### config.mk
export PLATFORM = sky130hd
export DESIGN_NAME = mri_stage
export DESIGN_NICKNAME = d
export VERILOG_FILES = /design/src/rtl/mri_pkg.sv /design/src/rtl/mri_stage.sv
export SDC_FILE = /design/constraint.sdc
export NUM_CORES = 2
export LEC_CHECK = 0
export BUFFER_PORTS_ARGS = -buffer_cell sky130_fd_sc_hd__buf_2
export CAP_MARGIN = 20
export CORE_MARGIN = 5
export CORE_UTILIZATION = 55
export DETAILED_ROUTE_END_ITERATION = 10
export PLACE_DENSITY = 0.72
export SYNTH_ARGS = -nofsm -noshare
export SYNTH_HDL_FRONTEND = slang
export SYNTH_SLANG_ARGS = --single-unit
export TNS_END_PERCENT = 50
### constraint.sdc
create_clock -name clk_i -period 16.14 [get_ports clk_i]
set_input_delay 0.807 -clock clk_i [delete_from_list [all_inputs] [get_ports clk_i]]
set_output_delay 0.807 -clock clk_i [all_outputs]
set_load 0.05 [all_outputs]
### src/rtl/mri_pkg.sv
// Package: payload types, widths and register indexes for the index converter
`default_nettype none
package mri_pkg;
  localparam int unsigned MaxDimsDef = 4;
  localparam int unsigned SizeBitsDef = 10;
  localparam int unsigned CoordW = 10;
  localparam int unsigned FlatW = 40;
  localparam int unsigned CfgW = 11;
  localparam int unsigned CfgIdxW = 3;
  localparam int unsigned NumDims = 4;
  localparam int unsigned DivBitsPerCyc = 5;
  localparam int unsigned StageCycles = FlatW / DivBitsPerCyc;

  typedef enum logic [CfgIdxW-1:0] {
    REG_DIMS = 3'd0,
    REG_SIZE0 = 3'd1,
    REG_SIZE1 = 3'd2,
    REG_SIZE2 = 3'd3,
    REG_SIZE3 = 3'd4
  } reg_idx_e;

  typedef enum logic {
    FUNC_FLATTEN = 1'b0,
    FUNC_UNFLATTEN = 1'b1
  } func_e;

  typedef struct packed {
    logic func;
    logic [CoordW-1:0] coord_a;
    logic [CoordW-1:0] coord_b;
    logic [CoordW-1:0] coord_c;
    logic [CoordW-1:0] coord_d;
    logic [FlatW-1:0] flat_in;
  } req_t;

  typedef struct packed {
    logic [FlatW-1:0] flat_out;
    logic [CoordW-1:0] out_a;
    logic [CoordW-1:0] out_b;
    logic [CoordW-1:0] out_c;
    logic [CoordW-1:0] out_d;
    logic range_error;
  } res_t;
endpackage
`default_nettype wire

### src/rtl/mri_stage.sv
// One dimension step as a chain of StageCycles registers: multiply-add for flatten, restoring divide for unflatten
`default_nettype none
module mri_stage #(
  parameter int unsigned SizeBits = 10
) (
  input  logic clk_i,
  input  logic rst_ni,
  input  logic valid_i,
  input  logic func_i,
  input  logic active_i,
  input  logic [SizeBits:0] size_i,
  input  logic [39:0] acc_i,
  input  logic [9:0] coord_i,
  input  logic err_i,
  output logic valid_o,
  output logic func_o,
  output logic [39:0] acc_o,
  output logic [9:0] digit_o,
  output logic err_o
);
  import mri_pkg::*;
  logic valid_q [StageCycles];
  logic func_q [StageCycles];
  logic err_q [StageCycles];
  logic act_q [StageCycles];
  logic [SizeBits:0] size_q [StageCycles];
  logic [39:0] acc_q [StageCycles];
  logic [SizeBits:0] rem_q [StageCycles];
  logic vin [StageCycles];
  logic fin [StageCycles];
  logic ein [StageCycles];
  logic ain [StageCycles];
  logic [SizeBits:0] szin [StageCycles];
  logic [39:0] accin [StageCycles];
  logic [SizeBits:0] remin [StageCycles];
  logic [39:0] acc_d [StageCycles];
  logic [SizeBits:0] rem_d [StageCycles];
  logic [51:0] prod;
  logic [SizeBits+1:0] trial;

  always_comb begin
    vin[0] = valid_i;
    fin[0] = func_i;
    ein[0] = err_i;
    ain[0] = active_i;
    szin[0] = size_i;
    accin[0] = acc_i;
    remin[0] = '0;
    for (int t = 1; t < StageCycles; t++) begin
      vin[t] = valid_q[t-1];
      fin[t] = func_q[t-1];
      ein[t] = err_q[t-1];
      ain[t] = act_q[t-1];
      szin[t] = size_q[t-1];
      accin[t] = acc_q[t-1];
      remin[t] = rem_q[t-1];
    end
  end

  // unflatten shifts the dividend through the remainder DivBitsPerCyc bits per cycle; flatten is a multiply-add
  always_comb begin
    prod = 52'(accin[0]) * 52'(szin[0]);
    trial = '0;
    for (int t = 0; t < StageCycles; t++) begin
      acc_d[t] = accin[t];
      rem_d[t] = remin[t];
      if (ain[t] && fin[t] == FUNC_UNFLATTEN) begin
        for (int b = 0; b < DivBitsPerCyc; b++) begin
          trial = {rem_d[t], acc_d[t][39]};
          acc_d[t] = {acc_d[t][38:0], 1'b0};
          if (trial >= {1'b0, szin[t]}) begin
            trial = trial - {1'b0, szin[t]};
            acc_d[t][0] = 1'b1;
          end
          rem_d[t] = trial[SizeBits:0];
        end
      end
    end
    if (ain[0] && fin[0] == FUNC_FLATTEN) begin
      acc_d[0] = prod[39:0] + {30'd0, coord_i};
    end
  end

  always_ff @(posedge clk_i or negedge rst_ni) begin
    if (!rst_ni) begin
      for (int t = 0; t < StageCycles; t++) valid_q[t] <= 1'b0;
    end else begin
      for (int t = 0; t < StageCycles; t++) valid_q[t] <= vin[t];
    end
  end

  always_ff @(posedge clk_i) begin
    for (int t = 0; t < StageCycles; t++) begin
      func_q[t] <= fin[t];
      err_q[t] <= ein[t];
      act_q[t] <= ain[t];
      size_q[t] <= szin[t];
      acc_q[t] <= acc_d[t];
      rem_q[t] <= rem_d[t];
    end
  end

  assign valid_o = valid_q[StageCycles-1];
  assign func_o = func_q[StageCycles-1];
  assign acc_o = acc_q[StageCycles-1];
  assign digit_o = 10'(rem_q[StageCycles-1]);
  assign err_o = err_q[StageCycles-1];
endmodule
`default_nettype wire

; ---- Yosys cells after proc, flatten, opt, wreduce, memory -nomap -nowiden
; Memory sizes are Yosys's and may differ from the RTL's.
; Index checks and enable logic that the tools add are counted.
[totals]
regBits = 8
ram_bits = 520
input_bits = 67
n_memories = 6
[classes]
n_addsub = 41
mul = 1
magnitude_cmp = 40
n_mux = 129
bitwise = 1
n_reduce_logical = 9
[memory_table]
columns = memory, depth, word_bits, rd, rd_ports_with_merged_regs, write_ports, line
row1 = acc_q, 8, 40, 8, 0, 8, mri_stage.sv:27  ; logic [39:0] acc_q [StageCycles];
row2 = rem_q, 8, 11, 8, 0, 8, mri_stage.sv:28  ; logic [SizeBits:0] rem_q [StageCycles];
row3 = size_q, 8, 11, 7, 0, 8, mri_stage.sv:26  ; logic [SizeBits:0] size_q [StageCycles];
row4 = act_q, 8, 1, 7, 0, 8, mri_stage.sv:25  ; logic act_q [StageCycles];
row5 = err_q, 8, 1, 8, 0, 8, mri_stage.sv:24  ; logic err_q [StageCycles];
row6 = func_q, 8, 1, 8, 0, 8, mri_stage.sv:23  ; logic func_q [StageCycles];
[op_table]
columns = cell, count
row1 = 11-bit 2-to-1 mux, 80
row2 = 12-bit by 11-bit >= comparator with 1-bit output, 39
row3 = 11-bit subtractor, 39
row4 = 40-bit 2-to-1 mux, 9
row5 = 40-bit by 10-bit adder with 40-bit output, 1
row6 = 40-bit by 11-bit multiplier with 40-bit output, 1
row7 = 1-bit 2-to-1 mux, 40
row8 = 1-bit by 11-bit >= comparator with 1-bit output, 1
row9 = 1-bit by 11-bit subtractor with 11-bit output, 1
row10 = 1-bit logical AND, 9
row11 = 1-bit inverter, 1

; ---- Depth between registers and ports, before layout
[depth]
ltp_word = 16
ltp_mapped = 58
mapped_depth_nobuf = 52

; ---- Worst setup path after synthesis
; Ideal clock, no wire load.
[synth_timing]
path_type = register -> register
startpoint = memory size_q[5][1] (netlist bit)
endpoint = memory rem_q[1][23] (netlist bit)
setup_time_ns = 0.130
arrival_time_ns = 11.433
t_required_ns = 16.010
path_slack_ns = 4.577
path_stages_with_launch = 54
n_path_buf = 6
synth_period_minus_slack_ns = 11.563
path_cell_list = dfxtp_1 inv_1 ha_1 nand4_1 nor3_1 nor4_1 a21boi_0 or2_2 o21ai_0 fa_1 a21oi_1 o211ai_1 a31oi_1 a21oi_1 nand2_1 and3_1 clkbuf_1 mux2_2 [... 18 more ...] a221oi_1 clkbuf_1 nand3_1 a2bb2oi_1 and2_1 ha_1 nor2b_1 o21ai_0 a21boi_0 o21ai_0 nand2b_1 a221o_1 a211oi_1 o21a_1 nand4_1 clkbuf_1 a32oi_1 o31ai_1
[synth_rtl]
columns = element, line
row1 = start: declaration, mri_stage.sv:26
row2 = end: declaration, mri_stage.sv:28

==> impl_metrics.toml <==
[final_layout]
multiInputGateArea_sq_um = 38000
fill_cells = 8548
layout-drive-gt1-share_pct = 10.3
layout.nets = 7076
area_delta_synth_final_pct = 6.02
seq_area_sq_um = 10300
instances_no_fill = 7449

[yosys]
ys_seq_area_share_pct = 19.9
synth_most_common_cell = "nand2_1"
syn_area_sq_um = 52000
synth.avg_cell_area_sq_um = 8.38
synth_top_cell_by_area = "dfxtp_1"
synthFlopType = "dfxtp_1"
yosys_register_bits = 515
ys_async_sr_fraction_pct = 1.55
syn_inst = 6206
synthesis.nets = 7135
synth_commonest_cells = "770 x nand2_1, 626 x inv_1, 523 x ha_1"
synth-edff-count = 0
yosysWarningCount = 0
synth_top_area_share_pct = 19.5
synth.distinct_cells = 102
synthTopCellsByArea = "dfxtp_1 20%, fa_1 13%, ha_1 13%"

[die]
dieArea_sq_um = 101000
fp-row-count = 112
die-height_um = 317
fp.coreArea_sq_um = 93600
start_util_pct = 55.5
die-width_um = 317
io_pins = 120

[critical_path]
cp-start-kind = "flip-flop"
path_max_fanout = 41
max_stage_delay_ps = 770
worstSetupEndpointType = "flip-flop"
cp.arrival_ps = 14330
critPathSlowestCell = "mux2i_1"
cp_common_cell = "o21ai_0"
path_class = "reg -> reg"
required_ps = 16620

[worst_hold_path]
min-delay-path-class = "in -> async"

[placed_design]
post-place-cells = 7346
io_buffers = 119
gp_congestion = 0.958
hpwlAfterDp_mm = 118

[timing]
grt_setup_unrepaired = "no"
finalHoldViolations = 0
worst_pin_slew_ps = 1110
relSlewSlack_pct = 25.4
fin_crit_ps = 13850
timing.setup.tns_ps = 0
clock-skew-final_ps = 26.0
max_freq_mhz = 72.2
setup_violations = 0
final.period_utilization_pct = 85.8
finalMaxSlewViolations = 0

[global_route]
grt-ovfl-total = 0
grt_start_max_net_pins = 73
first_global_vias = 43800
grt_pass1_wl_mm = 238
antenna_found_initial = 4
track_usage_pct = 28.8

[clock_network]
clk_latency_ps = 620
path_clk_slew_ps = 60
cts.sinks = 515
postCtsSetupRepairBufs = 0
hold_buffers = 0
cts_made_buffers = 53
cts-resized-gates = 0
cts_tree = "built"
cts_buffer_depth = 3
cts_max_level = 2
clockRootBuffer = "clkbuf_16"

[job]
cap_violations = 0

[drt]
vias = 44300
wl_per_cell_um = 20.1
dr.first_iter.drc_count = 3058
ant_nets = 0
wirelength_mm = 150
viasPerCell = 5.95
first_pass_iters = 7
drc_errors = 0

[outcome]
status = "completed"
[layer usage]
layer	share of wire, %	wire (um)	global-route usage, %	vias to the layer above
li1	-	-	-	21200
met1	41	61300	35.9	21200
met2	49	72800	50.6	1495
met3	5.3	7930	2.66	399
met4	5.3	7950	13.3	0
met5	0	0	0	-
[cell usage in the layout, fill, tap and decap left out, drive strengths merged, types with 43 or more instances in the layout]
master,instances
nand2b,58
nand4,82
a21o,85
o21a,65
a21boi,55
xnor2,182
buf,152
nor2b,106
fa,339
and2,196
a31oi,57
and3,43
xor2,86
clkbuf,66
mux2i,91
a211oi,47
nor3,135
o21ai,348
a21oi,271
nand3,91
ha,523
inv,636
dfxtp,507
nand2,771
mux2,318
nor2,392
[cell type report]
cell class,instances,share of cell area [%]
antenna,3,0.0136
clock buffer,66,2.66
clock inverter,34,0.854
inverter,627,4.27
multi-input combinational,4798,69.0
sequential,515,18.8
tap,1254,2.85
timing repair buffer,152,1.54
[final timing paths]
path | start | end | slack, ps | cells after the start
max in group asynchronous | rst_ni | valid_o$_DFF_PN0_ | 15940 | 1
worst min register to register | err_q[1][0]$_DFF_P_ | err_q[1][1]$_DFF_P_ | 330 | 0
worst max-delay path | size_q[5][1]$_DFF_P_ | rem_q[1][29]$_DFF_P_ | 2290 | 47
min in group clk_i | err_i | err_q[0][0]$_DFF_P_ | 300 | 1
worst min-delay path | rst_ni | valid_q[6]$_DFF_PN0_ | 30 | 1
worst max register to register | size_q[5][1]$_DFF_P_ | rem_q[1][29]$_DFF_P_ | 2290 | 47
[per-stage QoR]
stage	instance area, sq um	utilization [%]	setup slack (ps)	hold slack (ps)
2_1_floorplan	52000	-	4580	310
3_3_place_gp	53100	56.8	2600	310
3_5_place_dp	53200	56.8	2600	312
4_1_cts	55100	58.9	2560	8.54
5_1_grt	55100	58.9	1170	31.1
6_report	55100	58.9	2290	30.9
[worst max-delay path, delay by kind of cell (launching register included)]
kind / cells / cell delay, ps
compound gates: 24 / 5710
simple gates: 13 / 3190
fa+ha+maj: 5 / 1990
buf+inv: 4 / 1450
mux: 1 / 770
flops: 1 / 570
[cells by family (layout without fill, tap and decap cells)]
group                      after synthesis  after routing  share of synthesized area (%)
and+or+nand+nor                       2009           2009                           18.3
AOI/OAI and AO/OA                     1250           1250                           16.0
buffers and inverters                  893            879                           6.94
adders and majority gates              862            862                           25.6
DFF                                    515            515                           19.9
muxes                                  409            409                           8.66
xor gates and xnor gates               268            268                           4.52
other                                    0              3                              0
[flip-flops by register name, indices dropped and copies added, names as in the netlist]
name and count:
acc_q 320, act_q 7, err_q 8, valid_q 7
valid_o 1, size_q 77, func_q 8, rem_q 87
Power is not shown: default switching activity piles up to over one toggle a cycle in this logic, so the estimate is an artifact.
